`src/design/modular_power_table_unit_macros.svh`:
```
// Assertion macros for the top-level file of the block.
`ifndef MODULAR_POWER_TABLE_UNIT_MACROS_SVH
`define MODULAR_POWER_TABLE_UNIT_MACROS_SVH

// Check the consequent in the same cycle as the antecedent.
`define MPT_ASSERT_SAME(lbl, clk, rst_n, ante, cons) \
  lbl: assert property (@(posedge clk) disable iff (!rst_n) (ante) |-> (cons)) \
    else $error("mpt assertion failed");

// Check the consequent in the cycle after the antecedent.
`define MPT_ASSERT_NEXT(lbl, clk, rst_n, ante, cons) \
  lbl: assert property (@(posedge clk) disable iff (!rst_n) (ante) |=> (cons)) \
    else $error("mpt assertion failed");

`endif

```
`src/design/mpt_pkg.sv`:
```
package mpt_pkg;

  // Field widths
  localparam int BASE_W = 32;
  localparam int RES_W  = 31;
  localparam int EXP_W  = 6;

  // Highest exponent of a run
  localparam int MAX_EXPONENT = 63;

  // Width of the step counter of the shift-add modular multiplier, one step per multiplier bit
  localparam int STEP_W = $clog2(BASE_W);

  // Configuration port
  localparam int PADDR_W = 3;
  localparam int PDATA_W = 32;
  localparam logic [RES_W-1:0] MODULUS_RESET = 31'h7FFF_FFFF;

  typedef enum logic [0:0] {
    REG_MODULUS = 1'b0
  } reg_idx_e;

  // Sequencer states
  typedef enum logic [2:0] {
    ST_IDLE,
    ST_EMIT_ONE,
    ST_REDUCE,
    ST_EMIT,
    ST_MULT
  } state_e;

  // Request to the modular multiplier
  typedef struct packed {
    logic              start;
    logic [RES_W-1:0]  a;
    logic [BASE_W-1:0] x;
  } mul_req_t;

  // Status of the modular multiplier
  typedef struct packed {
    logic             busy;
    logic             done;
    logic [RES_W-1:0] result;
  } mul_rsp_t;

endpackage

```
`src/design/mpt_modmul.sv`:
```
module mpt_modmul import mpt_pkg::*; (
  input  logic             clk_i,
  input  logic             rst_ni,
  input  logic [RES_W-1:0] modulus_i,
  input  mul_req_t         req_i,
  output mul_rsp_t         rsp_o
);

  // Computes (x * a) mod m, one bit of x per cycle, MSB first.
  // Needs acc < m and a <= m + 1 so that one step stays below 3m.
  localparam int T_W = RES_W + 3;

  logic              busy_q, busy_d;
  logic              done_q, done_d;
  logic [STEP_W-1:0] cnt_q, cnt_d;
  logic [RES_W-1:0]  acc_q, acc_d;
  logic [BASE_W-1:0] x_q, x_d;
  logic [RES_W-1:0]  a_q, a_d;

  logic [T_W-1:0] t_sum;
  logic [T_W-1:0] t_m1;
  logic [T_W-1:0] t_m2;
  logic [RES_W-1:0] step_res;

  // Double, add, then subtract m or 2m when that stays non-negative
  always_comb begin
    t_sum = {2'b00, acc_q, 1'b0} + (x_q[BASE_W-1] ? {3'b000, a_q} : '0);
    t_m1  = t_sum - {3'b000, modulus_i};
    t_m2  = t_sum - {2'b00, modulus_i, 1'b0};
    if (!t_m2[T_W-1]) begin
      step_res = t_m2[RES_W-1:0];
    end else if (!t_m1[T_W-1]) begin
      step_res = t_m1[RES_W-1:0];
    end else begin
      step_res = t_sum[RES_W-1:0];
    end
  end

  // Sequence the steps
  always_comb begin
    busy_d = busy_q;
    done_d = 1'b0;
    cnt_d  = cnt_q;
    acc_d  = acc_q;
    x_d    = x_q;
    a_d    = a_q;
    if (busy_q) begin
      acc_d = step_res;
      x_d   = {x_q[BASE_W-2:0], 1'b0};
      if (cnt_q == '0) begin
        busy_d = 1'b0;
        done_d = 1'b1;
      end else begin
        cnt_d = cnt_q - STEP_W'(1);
      end
    end else if (req_i.start) begin
      busy_d = 1'b1;
      cnt_d  = STEP_W'(BASE_W - 1);
      acc_d  = '0;
      x_d    = req_i.x;
      a_d    = req_i.a;
    end
  end

  always_ff @(posedge clk_i or negedge rst_ni) begin
    if (!rst_ni) begin
      busy_q <= 1'b0;
      done_q <= 1'b0;
    end else begin
      busy_q <= busy_d;
      done_q <= done_d;
    end
  end

  always_ff @(posedge clk_i) begin
    cnt_q <= cnt_d;
    acc_q <= acc_d;
    x_q   <= x_d;
    a_q   <= a_d;
  end

  assign rsp_o.busy   = busy_q;
  assign rsp_o.done   = done_q;
  assign rsp_o.result = acc_q;

endmodule

```
`config.mk`:
```
export PLATFORM = sky130hd
export DESIGN_NAME = mpt_modmul
export DESIGN_NICKNAME = d
export VERILOG_FILES = /design/src/design/modular_power_table_unit_macros.svh /design/src/design/mpt_pkg.sv /design/src/design/mpt_modmul.sv
export SDC_FILE = /design/constraint.sdc
export NUM_CORES = 1
export LEC_CHECK = 0
export BUFFER_PORTS_ARGS = -buffer_cell sky130_fd_sc_hd__buf_2
export CORE_MARGIN = 1.5
export CORE_UTILIZATION = 57
export DETAILED_ROUTE_END_ITERATION = 6
export GPL_TIMING_DRIVEN = 0
export HOLD_SLACK_MARGIN = 0.15
export PLACE_DENSITY = 0.84
export SLEW_MARGIN = 0
export SYNTH_ARGS = -nofsm -noshare
export SYNTH_HDL_FRONTEND = slang
export SYNTH_SLANG_ARGS = --single-unit
```
`constraint.sdc`:
```
create_clock -name clk_i -period 10.1 [get_ports clk_i]
set_clock_uncertainty 0.05 [all_clocks]
set_input_delay 1.515 -clock clk_i [delete_from_list [all_inputs] [get_ports clk_i]]
set_output_delay 1.515 -clock clk_i [all_outputs]
set_load 0.02 [all_outputs]
```
==> flow_summary_export.csv <==
group,metric,value,unit
critical_path,path_class,"reg2reg",
synth,ys_seq_elements,101,
clock_tree,worstSkewPairLatency,0.37,ns
placed_design,place_congestion,0.937,
critical_path,cp-startpoint,"x_q[31]",
cells_and_area,fill_cells,1431,
hold_path,holdPathStages,1,
grt,grt_pass1_vias,8123,
sta,setup_tns,0,ns
sta,slew_headroom,38.2,%
critical_path,crit_fanout,10,
placed_design,io_buffers,129,
clock_tree,cts_setup_buffers,0,
placed_design,dp.cells,1372,
clock_tree,hold_buffers,0,
synth,syn_area,9410,µm²
critical_path,endpoint_kind,"flip-flop",
flow_run,max-cap-violations,0,
cells_and_area,finalNonFillerCells,1388,
synth,synth_top_family_by_area,"compound AO/OA/AOI/OAI gates",
synth,syn_nets,1218,
floorplan,io_pins,130,
drt,ant_nets,0,
critical_path,reg2reg_to,"acc_q[7]",
hold_path,hold_class,"reg2reg",
clock_tree,cts_root_buf,"clkbuf_16",
synth,synthSimpleGateAreaFrac,13.8,%
critical_path,worstPathRequired,10.17,ns
grt,grt_overflow,0,
critical_path,r2r_cells,21,
drt,firstDrtPassIters,5,
sta,layout_min_cycle_time,6.50,ns
critical_path,start_kind,"flip-flop",
sta,min_period_over_period,64.3,%
drt,drt-total-wl,25900,µm
clock_tree,cts_tree,"done",
floorplan,core,16000,µm²
clock_tree,cts_resized,0,
sta,timing.hold.ws,0.457,ns
sta,tightest_slew,0.926,ns
synth,yosys.area.top_type_share,31.3,%
sta,rsz0062_at_grt,"false",
synth,yosys-top-cells-area,"edfxtp_1 31%, ha_1 12%, a21oi_1 5.3%",
clock_tree,cts_sinks,101,
critical_path,worstPathArrival,6.57,ns
synth,synth_compound_area_share,27.2,%
synth,synthAdderAreaFrac,13.0,%
drt,vias_per_cell,6.21,
clock_tree,clk_transition_reported_paths,0.08,ns
clock_tree,cts_buffers,9,
drt,route.detailed.drc,0,
floorplan,die_w,131,µm
drt,vias,8616,
sta,finalSetupViolCount,0,
drt,wire_per_inst,18.6,µm
cells_and_area,multi_input_area,5910,µm²
sta,max_freq,154,MHz
synth,postSynthCellCount,1025,
floorplan,die_area,17300,µm²
synth,synth_top_area_cell,"edfxtp_1",
synth,synthMuxAreaShare,2.13,%
clock_tree,cts_buffer_depth,2,
cells_and_area,regArea,3010,µm²
drt,drt_iter0_drc,702,
hold_path,hp-start,"cnt_q[4]",
cells_and_area,synthToLayoutAreaGrowth,13.5,%
synth,yosys.cell_types.count,90,
grt,grt_antenna_before_repair,0,
floorplan,rows,46,
hold_path,min_to,"done_q",
synth,synthXorXnorAreaFrac,6.70,%
floorplan,die_height,131,µm
cells_and_area,nets,1360,
grt,grt_pass1_wl,41400,µm
critical_path,r2r_slack,3.60,ns
clock_tree,htree_levels,3,
synth,async_reset_ff_share,1.98,%
critical_path,r2r_start,"x_q[31]",
grt,grt_use_total,30.0,%
outcome,outcome,"completed",
floorplan,initial_core_util,58.8,%
synth,ys_warn_count,0,
sta,hold_viol,0,
cells_and_area,drive_gt1_share,16.5,%
cells_and_area,antenna_cells,0,
synth,synthFlopType,"edfxtp_1",
sta,drv_slew,0,
synth,synth_area_per_cell,9.18,µm²
placed_design,dpl.hpwl,20500,µm
synth,synth_seq_area_share,32.0,%
cells_and_area,fin_util,66.7,%
grt,grt_max_degree,40,
synth,synth-edff-count,98,
-- worst max-delay path, stage by stage, from the launching register on --
cell and delay, ns:
edfxtp_1 0.38, clkbuf_1 0.46, and2_1 0.22, ha_1 0.22, buf_2 0.16, a21oi_1 0.28, nand2_1 0.19, a211oi_1 0.57
nor2_1 0.20, a31oi_1 0.35, a21oi_1 0.11, a41oi_1 0.24, and2_1 0.24, ha_1 0.14, clkbuf_1 0.30, nand4_1 0.16
nor2_1 0.17, inv_1 0.09, or3_1 0.41, o2111ai_2 0.53, nand2_1 0.27, o32ai_1 0.50
-- worst max-delay path by stage --
stage          cells past startpoint  slack (ns)        end
3_5_place_dp                      21        3.88   acc_q[7]
2_1_floorplan                     21        5.19  acc_q[28]
6_report                          21        3.60   acc_q[7]
5_1_grt                           22        3.32  acc_q[26]
4_1_cts                           21        3.80   acc_q[7]
3_3_place_gp                      21        3.79   acc_q[7]
-- final cells by class --
cell class,instances,share of cell area [%]
Buffer,37,2.05
Tap cell,216,2.53
Clock buffer,9,2.11
Inverter,71,2.50
Sequential cell,101,28.2
Clock inverter,7,0.785
Multi-Input combinational cell,816,55.4
Timing Repair Buffer,131,6.42
-- through the flow --
stage,setup WS [ns],instance area (µm²)
CTS,3.80,10700
global route,3.32,10700
floorplan,5.19,9410
finish,3.60,10700
global placement,3.79,10300
detailed placement,3.88,10400
-- cells in the final DEF, fill, tap and decap left out, types with 21 or more instances in the layout --
master,instances
ha_1,93
inv_1,70
and2_1,35
o21ai_0,74
xor2_1,22
xnor2_1,50
a22o_1,30
a21o_1,23
edfxtp_1,98
buf_2,132
a211oi_1,21
nand2_1,63
a21oi_1,100
clkbuf_1,22
nor2_1,54
-- metal layers --
| metal | GRT usage, % | up-vias | part of all wire (%) |
|---|---|---|---|
| met3 | 4.86 | 42 | 7.3 |
| met4 | 11.7 | 0 | 2.9 |
| met2 | 47.5 | 350 | 45 |
| met1 | 41.3 | 4068 | 45 |
| met5 | 0 | - | 0 |
| li1 | - | 4156 | - |
-- Yosys cell counts, drive strengths merged (16+ instances only) --
library cell	number
nor3	16
xnor2	50
nand3	19
clkbuf	24
mux2i	20
nor2	56
inv	71
and2	36
a21oi	104
xor2	22
a211oi	22
o21ai	78
nand2	65
a22o	31
ha	93
a21o	24
edfxtp	98
-- kinds of logic (layout without fill, tap and decap cells) --
family                     Yosys count  in the layout
AOI/OAI and AO/OA                  375            375
and+or+nand+nor                    253            253
buffers and inverters              108            255
DFF                                101            101
adders and majority gates           96             96
xor gates and xnor gates            72             72
muxes                               20             20
-- registers in the layout, summed over array words and instances (netlist names) --
register  count
cnt_q         5
acc_q        31
busy_q        1
done_q        1
x_q          32
a_q          31
Power is not shown: default switching activity piles up to over one toggle a cycle in this logic, so the estimate is an artifact.
