`src/design/modular_power_table_unit_macros.svh`:
```
// Assertion macros for the top-level file of the block.
`ifndef MODULAR_POWER_TABLE_UNIT_MACROS_SVH
`define MODULAR_POWER_TABLE_UNIT_MACROS_SVH

// Check the consequent in the same cycle as the antecedent.
`define MPT_ASSERT_SAME(lbl, clk, rst_n, ante, cons) \
  lbl: assert property (@(posedge clk) disable iff (!rst_n) (ante) |-> (cons)) \
    else $error("mpt assertion failed");

// Check the consequent in the cycle after the antecedent.
`define MPT_ASSERT_NEXT(lbl, clk, rst_n, ante, cons) \
  lbl: assert property (@(posedge clk) disable iff (!rst_n) (ante) |=> (cons)) \
    else $error("mpt assertion failed");

`endif

```
`src/design/mpt_pkg.sv`:
```
package mpt_pkg;

  // Field widths
  localparam int BASE_W = 32;
  localparam int RES_W  = 31;
  localparam int EXP_W  = 6;

  // Highest exponent of a run
  localparam int MAX_EXPONENT = 63;

  // Width of the step counter of the shift-add modular multiplier, one step per multiplier bit
  localparam int STEP_W = $clog2(BASE_W);

  // Configuration port
  localparam int PADDR_W = 3;
  localparam int PDATA_W = 32;
  localparam logic [RES_W-1:0] MODULUS_RESET = 31'h7FFF_FFFF;

  typedef enum logic [0:0] {
    REG_MODULUS = 1'b0
  } reg_idx_e;

  // Sequencer states
  typedef enum logic [2:0] {
    ST_IDLE,
    ST_EMIT_ONE,
    ST_REDUCE,
    ST_EMIT,
    ST_MULT
  } state_e;

  // Request to the modular multiplier
  typedef struct packed {
    logic              start;
    logic [RES_W-1:0]  a;
    logic [BASE_W-1:0] x;
  } mul_req_t;

  // Status of the modular multiplier
  typedef struct packed {
    logic             busy;
    logic             done;
    logic [RES_W-1:0] result;
  } mul_rsp_t;

endpackage

```
`src/design/mpt_cfg.sv`:
```
module mpt_cfg import mpt_pkg::*; (
  input  logic               clk_i,
  input  logic               rst_ni,
  input  logic               psel,
  input  logic               penable,
  input  logic               pwrite,
  input  logic [PADDR_W-1:0] paddr,
  input  logic [PDATA_W-1:0] pwdata,
  output logic [PDATA_W-1:0] prdata,
  output logic               pready,
  output logic [RES_W-1:0]   modulus_eff_o
);

  logic [RES_W-1:0] modulus_q;
  logic [RES_W-1:0] modulus_d;
  logic             hit_modulus;

  assign pready      = 1'b1;
  assign hit_modulus = (paddr[PADDR_W-1:2] == REG_MODULUS);

  // Write the modulus on the access cycle of a transfer
  always_comb begin
    modulus_d = modulus_q;
    if (psel && penable && pwrite && pready && hit_modulus) begin
      modulus_d = pwdata[RES_W-1:0];
    end
  end

  always_ff @(posedge clk_i or negedge rst_ni) begin
    if (!rst_ni) begin
      modulus_q <= MODULUS_RESET;
    end else begin
      modulus_q <= modulus_d;
    end
  end

  // Read back; unmapped addresses read as zero
  assign prdata = hit_modulus ? {{(PDATA_W-RES_W){1'b0}}, modulus_q} : '0;

  // A zero modulus acts as modulus one
  assign modulus_eff_o = (modulus_q == '0) ? RES_W'(1) : modulus_q;

endmodule

```
`config.mk`:
```
export PLATFORM = sky130hd
export DESIGN_NAME = mpt_cfg
export DESIGN_NICKNAME = d
export VERILOG_FILES = /design/src/design/modular_power_table_unit_macros.svh /design/src/design/mpt_pkg.sv /design/src/design/mpt_cfg.sv
export SDC_FILE = /design/constraint.sdc
export NUM_CORES = 1
export LEC_CHECK = 0
export BUFFER_PORTS_ARGS = -buffer_cell sky130_fd_sc_hd__clkbuf_2
export CAP_MARGIN = 20
export CORE_MARGIN = 10
export CORE_UTILIZATION = 40
export CTS_CLUSTER_SIZE = 14
export DETAILED_ROUTE_END_ITERATION = 12
export GPL_TIMING_DRIVEN = 0
export HOLD_SLACK_MARGIN = 0.08
export PLACE_DENSITY = 0.75
export SKIP_CTS_REPAIR_TIMING = 1
export SYNTH_ARGS = -nofsm -noshare
export SYNTH_HDL_FRONTEND = slang
export SYNTH_SLANG_ARGS = --single-unit
export TNS_END_PERCENT = 5
```
`constraint.sdc`:
```
create_clock -name clk_i -period 1.46 [get_ports clk_i]
set_input_delay 0.146 -clock clk_i [delete_from_list [all_inputs] [get_ports clk_i]]
set_output_delay 0.146 -clock clk_i [all_outputs]
set_load 0.02 [all_outputs]
```
==> reports/metrics.cfg, run 1 <==
[status]
status = finished with violations
violations = negative setup slack

[detailed_routing]
dr.pass1.iters = 4
drt_wl_total_mm = 4.70
wire_per_inst_um = 15.6
drt_iter0_drc = 45
vias_per_cell = 4.48
drtAntennaViolNets = 0
drc = 0
vias = 1352

[sta]
final_max_slew_viol_count = 0
tns_ns = -0.0977
period_share = 1.07
max_clock_freq_mhz = 642
setup_slack_ns = -0.0977
hold_slack_ns = 0.0960
clock_skew_ns = 0
rsz0062_at_grt = yes
relSlewSlack = 0.502
worst_pin_slew_ns = 0.747
hold_violations = 0
period_minus_slack_ns = 1.56
finalSetupViolCount = 1

[yosys]
synthTopCellsByArea = dfstp_2 47%, mux2_4 26%, nor2b_1 11%
ys_warn_count = 0
avgSynthCellArea_um2 = 12.0
synth_top_family_by_area = multiplexers
seq_area_frac_synth = 0.467
yosysMostFrequentCell = clkbuf_1
synth_top_area_share = 0.467
muxShareOfSynthArea = 0.265
syn-instance-count = 145
netlist_area_mm2 = 0.00174
yosys.area.top_type = dfstp_2
syn_nets = 185
synthSimpleGateAreaFrac = 0.160
netlist_top_cells_count = 33 x clkbuf_1, 31 x dfstp_2, 31 x nor2b_1
synth-xor-area-share = 0
synthArstFlopShare = 1.00
synth_ff_type = dfstp_2
synth_edf_count = 0
synth_seq_cells = 31
synth.distinct_cells = 13
synthAdderAreaFrac = 0
synth_compound_area_frac = 0.00431

[critical_path]
cp-end-kind = output port
timing.reg2reg.setup_slack_ns = 0.60
arrival_ns = 1.41
startpoint_type = flip-flop
critical_path_class = flip-flop to output port
required_ns = 1.31
crit_fanout = 4

[grt]
grt_pass1_vias = 1423
grt_max_degree = 32
grt_antenna_before_repair = 0
grt_pass1_wl_mm = 7.55
grt_use_total = 0.127
grt_overflow_total = 0

[cts]
cts_root_buf = clkbuf_8
cts.reportedPaths.clkPinSlew_ns = 0.07
htreeDepth = 2
clock_latency_ns = 0.27
cts_tree = yes
cts_sinks = 31
clk_path_buf_depth = 2
cts_buffers = 5

[job]
cap_violations = 0

[final_layout]
synthToLayoutAreaGrowth_pct = 39.9
fin_area_mm2 = 0.00244
antenna_cells = 0
reg.largest.list = modulus_q x31
n_fill_cell = 344
max_flop_register = modulus_q
nets = 291
drive_above_1_share = 0.702
largest_reg_flops = 31

[pwr]
power.leakage_nw = 1.25
powerDensity_mw_per_mm2 = 1420
ir_worst_vdd_uv = 763

[floorplanning]
die_w_um = 86.0
die_h_um = 86.0
coreArea_mm2 = 0.00412
rows = 23
start_util = 0.424
ios = 104
design.die.area_mm2 = 0.00740

[worst_hold_path]
hold_path.class = input port to flip-flop

[placed_design]
post_dp_cell_area_mm2 = 0.00230
port_buffers = 98
finalWeightedCongestion = 0.727
hpwl_mm = 3.77

[worst max-delay path, cell delays in order, from the launching register on]
cell      delay [ns]
dfstp_2         0.39
nor4_4          0.28
nand4_1         0.15
o21bai_1        0.15
buf_4           0.16
[area by class of cell]
class                      count  area (um^2)  area share
buffer                        38          173      0.0708
clock buffer                   7         76.3      0.0313
clock inverter                 1         5.00     0.00205
multi-input combinational     76          807       0.331
sequential                    31          815       0.334
tap                           50         62.6      0.0257
timing repair buffer          99          500       0.205
[where the power goes]
group	switching [mW]	leakage, nW	internal (mW)
Sequential	0.239	0.325	1.20
Clock	0.300	0.0422	0.334
Combinational	0.724	0.883	0.678
Total	1.26	1.25	2.21
[cell families after synthesis]
family | count (synthesis)
AO/OA/AOI/OAI | 1
multiplexers | 31
other | 2
AND/OR/NAND/NOR | 42
flip-flops | 31
buffers and inverters | 38
[worst paths after layout]
| path | end | cells after the start | startpoint |
|---|---|---|---|
| worst max-delay path | modulus_eff_o[0] | 4 | modulus_q[19] |
| worst min-delay path | modulus_q[14] | 2 | pwdata[14] |
| worst max register to register | modulus_q[14] | 2 | modulus_q[14] |
| worst min register to register | modulus_q[9] | 1 | modulus_q[9] |
| max in group asynchronous | modulus_q[29] | 1 | rst_ni |
| min in group asynchronous | modulus_q[16] | 1 | rst_ni |
[stage by stage]
| stage | power, mW | std cells | util | setup slack, ns |
|---|---|---|---|---|
| final | 3.47 | 302 | 0.593 | -0.0977 |
| after global routing | 3.69 | 302 | 0.593 | -0.201 |
| after CTS | 3.45 | 301 | 0.578 | -0.324 |
| after detailed placement | 2.80 | 293 | 0.558 | -0.00937 |
| after global placement | 2.77 | 293 | 0.558 | -0.0255 |
| after floorplan | 2.30 | 145 | - | 0.228 |
[cells in the final DEF (no fill, tap or decap), drive strengths merged]
cell type	count
clkbuf	136
nor2b	31
dfstp	31
mux2	31
buf	8
nor4	7
nand4	2
conb	2
nor3	1
o21bai	1
nand4b	1
clkinv	1
[per-layer routing]
layer	vias to the layer above	track usage	wire, um
met5	-	0	0
met4	0	0.0314	19
met3	2	0.0880	648
met2	71	0.178	2050
met1	615	0.155	1980
li1	664	-	-
(Power assumes the default switching activity.)
==> run 2, diff against run 1 <==
- CORE_UTILIZATION: 40 -> 30
- MAX_ROUTING_LAYER: not set -> met4
- PLACE_DENSITY: 0.75 -> not set
==> run 2 against run 1 <==
  * The flow still finishes with violations (negative setup slack)
  * Critical endpoint unchanged
  * Worst setup slack worse by 0.023 ns
  * Largest cell class unchanged
  * Non-clock buffer count increased by 2
  * Die area rose by 25%
  * Sequential power about the same
  * Clock skew is the same
==> reports/metrics.cfg, run 2 (synthesized netlist as in run 1, its figures left out) <==
[final_layout]
n_fill_cell = 557  ; +62%
reg.largest.list = modulus_q x31
final_common_cell = clkbuf_2
drive_above_1_share = 0.705  ; +0.00234
max_flop_register = modulus_q
antenna_cells = 0  ; unchanged
largest_reg_flops = 31  ; unchanged
most-common-layout-cells = 96 x clkbuf_2, 34 x clkbuf_1, 31 x nor2b_1, 31 x dfstp_2, 30 x mux2_4
synthToLayoutAreaGrowth_pct = 44.1
nets = 293  ; +0.69%

[pwr]
finalPower_mw = 3.57  ; +2.8%
powerDensity_mw_per_mm2 = 1420  ; -0.16%
ir_worst_vdd_uv = 594  ; -22%
power.leakage_nw = 1.27  ; +1.5%

[job]
cap_violations = 0  ; unchanged

[detailed_routing]
wire_per_inst_um = 14.7  ; -5.2%
dr.pass1.iters = 3  ; -1
drc = 0  ; unchanged
wl_met1_mm = 1.99  ; +0.35%
drt_wl_total_mm = 4.81  ; +2.3%
vias_per_cell = 4.15  ; -7.4%
top_layer_used = met4
wl_met3_um = 566  ; -13%
drt_iter0_drc = 25  ; -44%
dr_wl_met2_mm = 2.19  ; +6.8%
drtAntennaViolNets = 0  ; unchanged
vias = 1352  ; unchanged

[cts]
clock_latency_ns = 0.28  ; about the same
cts_sinks = 31  ; unchanged
clk_path_buf_depth = 2  ; unchanged
htreeDepth = 2  ; unchanged
cts.reportedPaths.clkPinSlew_ns = 0.06  ; about the same
cts_root_buf = clkbuf_8
cts_tree = yes
cts_buffers = 5  ; unchanged

[sta]
final_max_slew_viol_count = 0  ; unchanged
period_share = 1.08  ; +0.0156
setup_slack_ns = -0.120  ; -0.0228 ns
tns_ns = -0.120  ; -0.0228 ns
relSlewSlack = 0.501  ; -0.000771
hold_violations = 0  ; unchanged
clock_skew_ns = 0  ; unchanged
period_minus_slack_ns = 1.58  ; +0.0228 ns
worst_pin_slew_ns = 0.748  ; +0.00116 ns
max_clock_freq_mhz = 633  ; -1.4%
finalSetupViolCount = 1  ; unchanged
rsz0062_at_grt = yes

[status]
violations = negative setup slack
status = finished with violations

[grt]
grt_max_degree = 32  ; unchanged
grt_pass1_wl_mm = 7.14  ; -5.4%
grt_pass1_vias = 1435  ; +0.84%
grt_overflow_total = 0  ; unchanged
grt_use_total = 0.105  ; -0.0228
grt_antenna_before_repair = 0  ; unchanged

[placed_design]
pre_cts_slack_ns = -0.0231  ; -0.0137 ns
port_buffers = 98  ; unchanged
finalWeightedCongestion = 0.741  ; +1.9%
hpwl_mm = 3.88  ; +2.8%

[floorplanning]
die_h_um = 96.2  ; +12%
die_w_um = 96.2  ; +12%
coreArea_mm2 = 0.00557  ; +35%
rows = 27  ; +17%
start_util = 0.313  ; -0.111
ios = 104  ; unchanged
design.die.area_mm2 = 0.00926  ; +25%

[critical_path]
cp-end-kind = output port
required_ns = 1.31  ; about the same
crit_fanout = 4  ; unchanged
critical_path_class = flip-flop to output port
startpoint_type = flip-flop
arrival_ns = 1.43  ; +0.02 ns

[worst_hold_path]
hold_path.class = input port to flip-flop

run 2: cell types whose count changed in the layout (fill, tap and decap cells not counted):
cell,delta
clkbuf_1,-1
clkbuf_8,+2
clkinv_2,-1
dlygate4sd3_1,+2
nor4_1,-1
nor4_2,+1
run 2: stage by stage:
stage | std cells | area, um^2 | utilization | hold WS [ns]
floorplan | 145 | 1740 | - | -0.00184
global placement | 315 | 2320 | 0.417 | 0.377
detailed placement | 315 | 2320 | 0.417 | 0.380
CTS | 323 | 2420 | 0.435 | 0.0797
global route | 326 | 2510 | 0.451 | 0.0803
finish | 326 | 2510 | 0.451 | 0.0913
run 2: area by class of cell:
cell class,count,area (um^2),share of cell area
flip-flops and latches,31,815,0.324
multi-input cells,76,813,0.324
repair buffers,101,520,0.207
plain buffers,38,173,0.0688
clock buffers,8,100,0.0399
well taps,72,90.1,0.0359
run 2: layer usage:
layer	global-route usage	vias to the layer above
li1	-	669
met1	0.123	611
met2	0.155	66
met3	0.0428	6
met4	0.0442	0
met5	-	-
run 2: power by group:
| group | internal, mW | switching, mW | leakage (nW) | total, mW |
|---|---|---|---|---|
| logic | 0.683 | 0.721 | 0.892 | 1.40 |
| clock network | 0.429 | 0.299 | 0.0515 | 0.728 |
| registers | 1.20 | 0.240 | 0.325 | 1.44 |
run 2: path summary, 6_finish.rpt:
| kind | from | end | slack (ns) | cells after the start |
|---|---|---|---|---|
| setup / recovery | modulus_q[14] | modulus_eff_o[0] | -0.12 | 4 |
| max in group asynchronous | rst_ni | modulus_q[30] | 1.11 | 1 |
| hold / removal | pwdata[10] | modulus_q[10] | 0.09 | 2 |
| setup reg to reg | modulus_q[13] | modulus_q[13] | 0.61 | 2 |
| min in group asynchronous | rst_ni | modulus_q[21] | 0.31 | 1 |
| hold reg to reg | modulus_q[9] | modulus_q[9] | 0.63 | 1 |
run 2: worst max-delay path: stages (launching register included):
cell and delay [ns]:
dfstp_2 0.39, nor4_4 0.29, nand4_1 0.16, o21bai_1 0.15, buf_4 0.16
==> run 3, diff against run 2 <==
- BUFFER_PORTS_ARGS: -buffer_cell sky130_fd_sc_hd__clkbuf_2 -> not set
- DONT_BUFFER_PORTS: not set -> 1
==> run 3 against run 2 <==
  * The run still ends with negative setup slack left
  * Hold slack gained 0.076 ns
  * Sequential cell count unchanged
  * Power shrank 9.4%
  * Sequential share of layout area grew 2.3 points
  * First-iteration DRC count is 24% lower
  * Critical path type unchanged
==> reports/metrics.cfg, run 3 (synthesized netlist as in run 1, its figures left out) <==
[status]
status = finished with violations
violations = negative setup slack

[critical_path]
reg2regPathDepth = 2  ; unchanged
cp_slowest_cell = dfstp_2
arrival_ns = 1.40  ; -0.03 ns
startpoint_type = flip-flop
r2r-end = modulus_q[14]
cp-end-kind = output port
required_ns = 1.31  ; about the same
crit_fanout = 4  ; unchanged
critical_path_class = flip-flop to output port
critPathMaxStageDelay_ns = 0.39  ; about the same
crit_end = modulus_eff_o[0]
r2r-start = modulus_q[14]
timing.reg2reg.setup_slack_ns = 0.61  ; about the same
crit_path_start = modulus_q[19]
worstPathCellList = nor4_4 -> nand4_1 -> o21bai_4

[sta]
hold_violations = 0  ; unchanged
hold_slack_ns = 0.168  ; +0.0762 ns
worst_pin_slew_ns = 0.534  ; -0.215 ns
final_max_slew_viol_count = 0  ; unchanged
finalSetupViolCount = 1  ; unchanged
clock_skew_ns = 0  ; unchanged
relSlewSlack = 0.644  ; +0.143
setup_slack_ns = -0.0825  ; +0.0379 ns
tns_ns = -0.0825  ; +0.0379 ns
max_clock_freq_mhz = 648  ; +2.5%
rsz0062_at_grt = yes
period_minus_slack_ns = 1.54  ; -0.0379 ns
period_share = 1.06  ; -0.0260

[cts]
cts_buffers = 5  ; unchanged
cts_sinks = 31  ; unchanged
cts_tree = yes
cts.reportedPaths.clkPinSlew_ns = 0.06  ; about the same
clk_path_buf_depth = 2  ; unchanged
clock_latency_ns = 0.27  ; about the same
htreeDepth = 2  ; unchanged
cts_root_buf = clkbuf_8

[final_layout]
largest_reg_flops = 31  ; unchanged
multiInputGateArea_um2 = 845  ; +3.8%
antenna_cells = 0  ; unchanged
seq_area_um2 = 815  ; unchanged
nets = 226  ; -23%
fin_area_mm2 = 0.00234  ; -6.7%
drive_above_1_share = 0.459  ; -0.245
reg.largest.list = modulus_q x31
synthToLayoutAreaGrowth_pct = 34.4
max_flop_register = modulus_q
most-common-layout-cells = 34 x clkbuf_1, 32 x dlygate4sd3_1, 31 x dfstp_2, 30 x nor2b_1, 30 x mux2_4
final_common_cell = clkbuf_1
n_fill_cell = 510  ; -8.4%

[worst_hold_path]
holdPathStages = 2  ; unchanged
hold_path.class = input port to flip-flop

[pwr]
powerDensity_mw_per_mm2 = 1380  ; -2.8%
finalPower_mw = 3.24  ; -9.4%
ir_worst_vdd_uv = 698  ; +17%
power.leakage_nw = 0.977  ; -23%

[placed_design]
port_buffers = 0  ; -100%
hpwl_mm = 3.69  ; -4.9%
finalWeightedCongestion = 0.724  ; -2.2%
post_dp_cell_area_mm2 = 0.00183  ; -21%

[job]
cap_violations = 0  ; unchanged

[detailed_routing]
drt_iter0_drc = 19  ; -24%
drtAntennaViolNets = 0  ; unchanged
drt_wl_total_mm = 4.83  ; +0.50%
vias = 1182  ; -13%
dr.pass1.iters = 3  ; unchanged
wire_per_inst_um = 18.8  ; +27%
drc = 0  ; unchanged
vias_per_cell = 4.60  ; +11%

[floorplanning]
die_w_um = 96.2  ; unchanged
coreArea_mm2 = 0.00557  ; unchanged
start_util = 0.313  ; unchanged
die_h_um = 96.2  ; unchanged
rows = 27  ; unchanged
ios = 104  ; unchanged
design.die.area_mm2 = 0.00926  ; unchanged

[grt]
grt_overflow_total = 0  ; unchanged
grt_pass1_vias = 1201  ; -16%
grt_use_total = 0.0998  ; -0.00483
grt_antenna_before_repair = 0  ; unchanged
grt_pass1_wl_mm = 6.72  ; -5.9%
grt_max_degree = 32  ; unchanged

run 3: cell type report:
class | instances | share of cell area
Buffer | 38 | 0.0737
Clock buffer | 6 | 0.0310
Multi-Input combinational cell | 76 | 0.361
Sequential cell | 31 | 0.348
Tap cell | 72 | 0.0385
Timing Repair Buffer | 34 | 0.149
run 3: worst min path at each step:
stage | startpoint | endpoint | slack [ns]
floorplan | rst_ni | modulus_q[0] | -0.002
global placement | rst_ni | modulus_q[20] | 0.001
detailed placement | rst_ni | modulus_q[20] | 0.002
CTS | rst_ni | modulus_q[30] | -0.30
global route | penable | modulus_q[30] | 0.17
finish | penable | modulus_q[30] | 0.17
run 3: critical path, delay by kind of cell, from the launching register on:
family,cells,cell delay [ns]
AO/OA/AOI/OAI,1,0.25
AND/OR/NAND/NOR,2,0.49
flip-flops,1,0.39
run 3: report_power, final:
| group | internal [mW] | total [mW] | switching [mW] |
|---|---|---|---|
| Combinational | 0.525 | 1.18 | 0.652 |
| Sequential | 1.20 | 1.46 | 0.258 |
| Clock | 0.317 | 0.600 | 0.283 |
| Total | 2.04 | 3.24 | 1.19 |
run 3: per-layer routing:
metal,global-route usage,up-vias,wire [um]
met5,-,-,0
li1,-,530,-
met4,0.0258,0,16
met3,0.0350,2,467
met2,0.158,65,2420
met1,0.118,585,1920
run 3: metrics by stage:
| stage | utilization | std cells | setup WS, ns |
|---|---|---|---|
| after floorplan | - | 145 | 0.228 |
| after global placement | 0.329 | 217 | -0.139 |
| after detailed placement | 0.329 | 217 | -0.127 |
| after CTS | 0.342 | 223 | -0.429 |
| after global routing | 0.420 | 257 | -0.156 |
| final | 0.420 | 257 | -0.0825 |
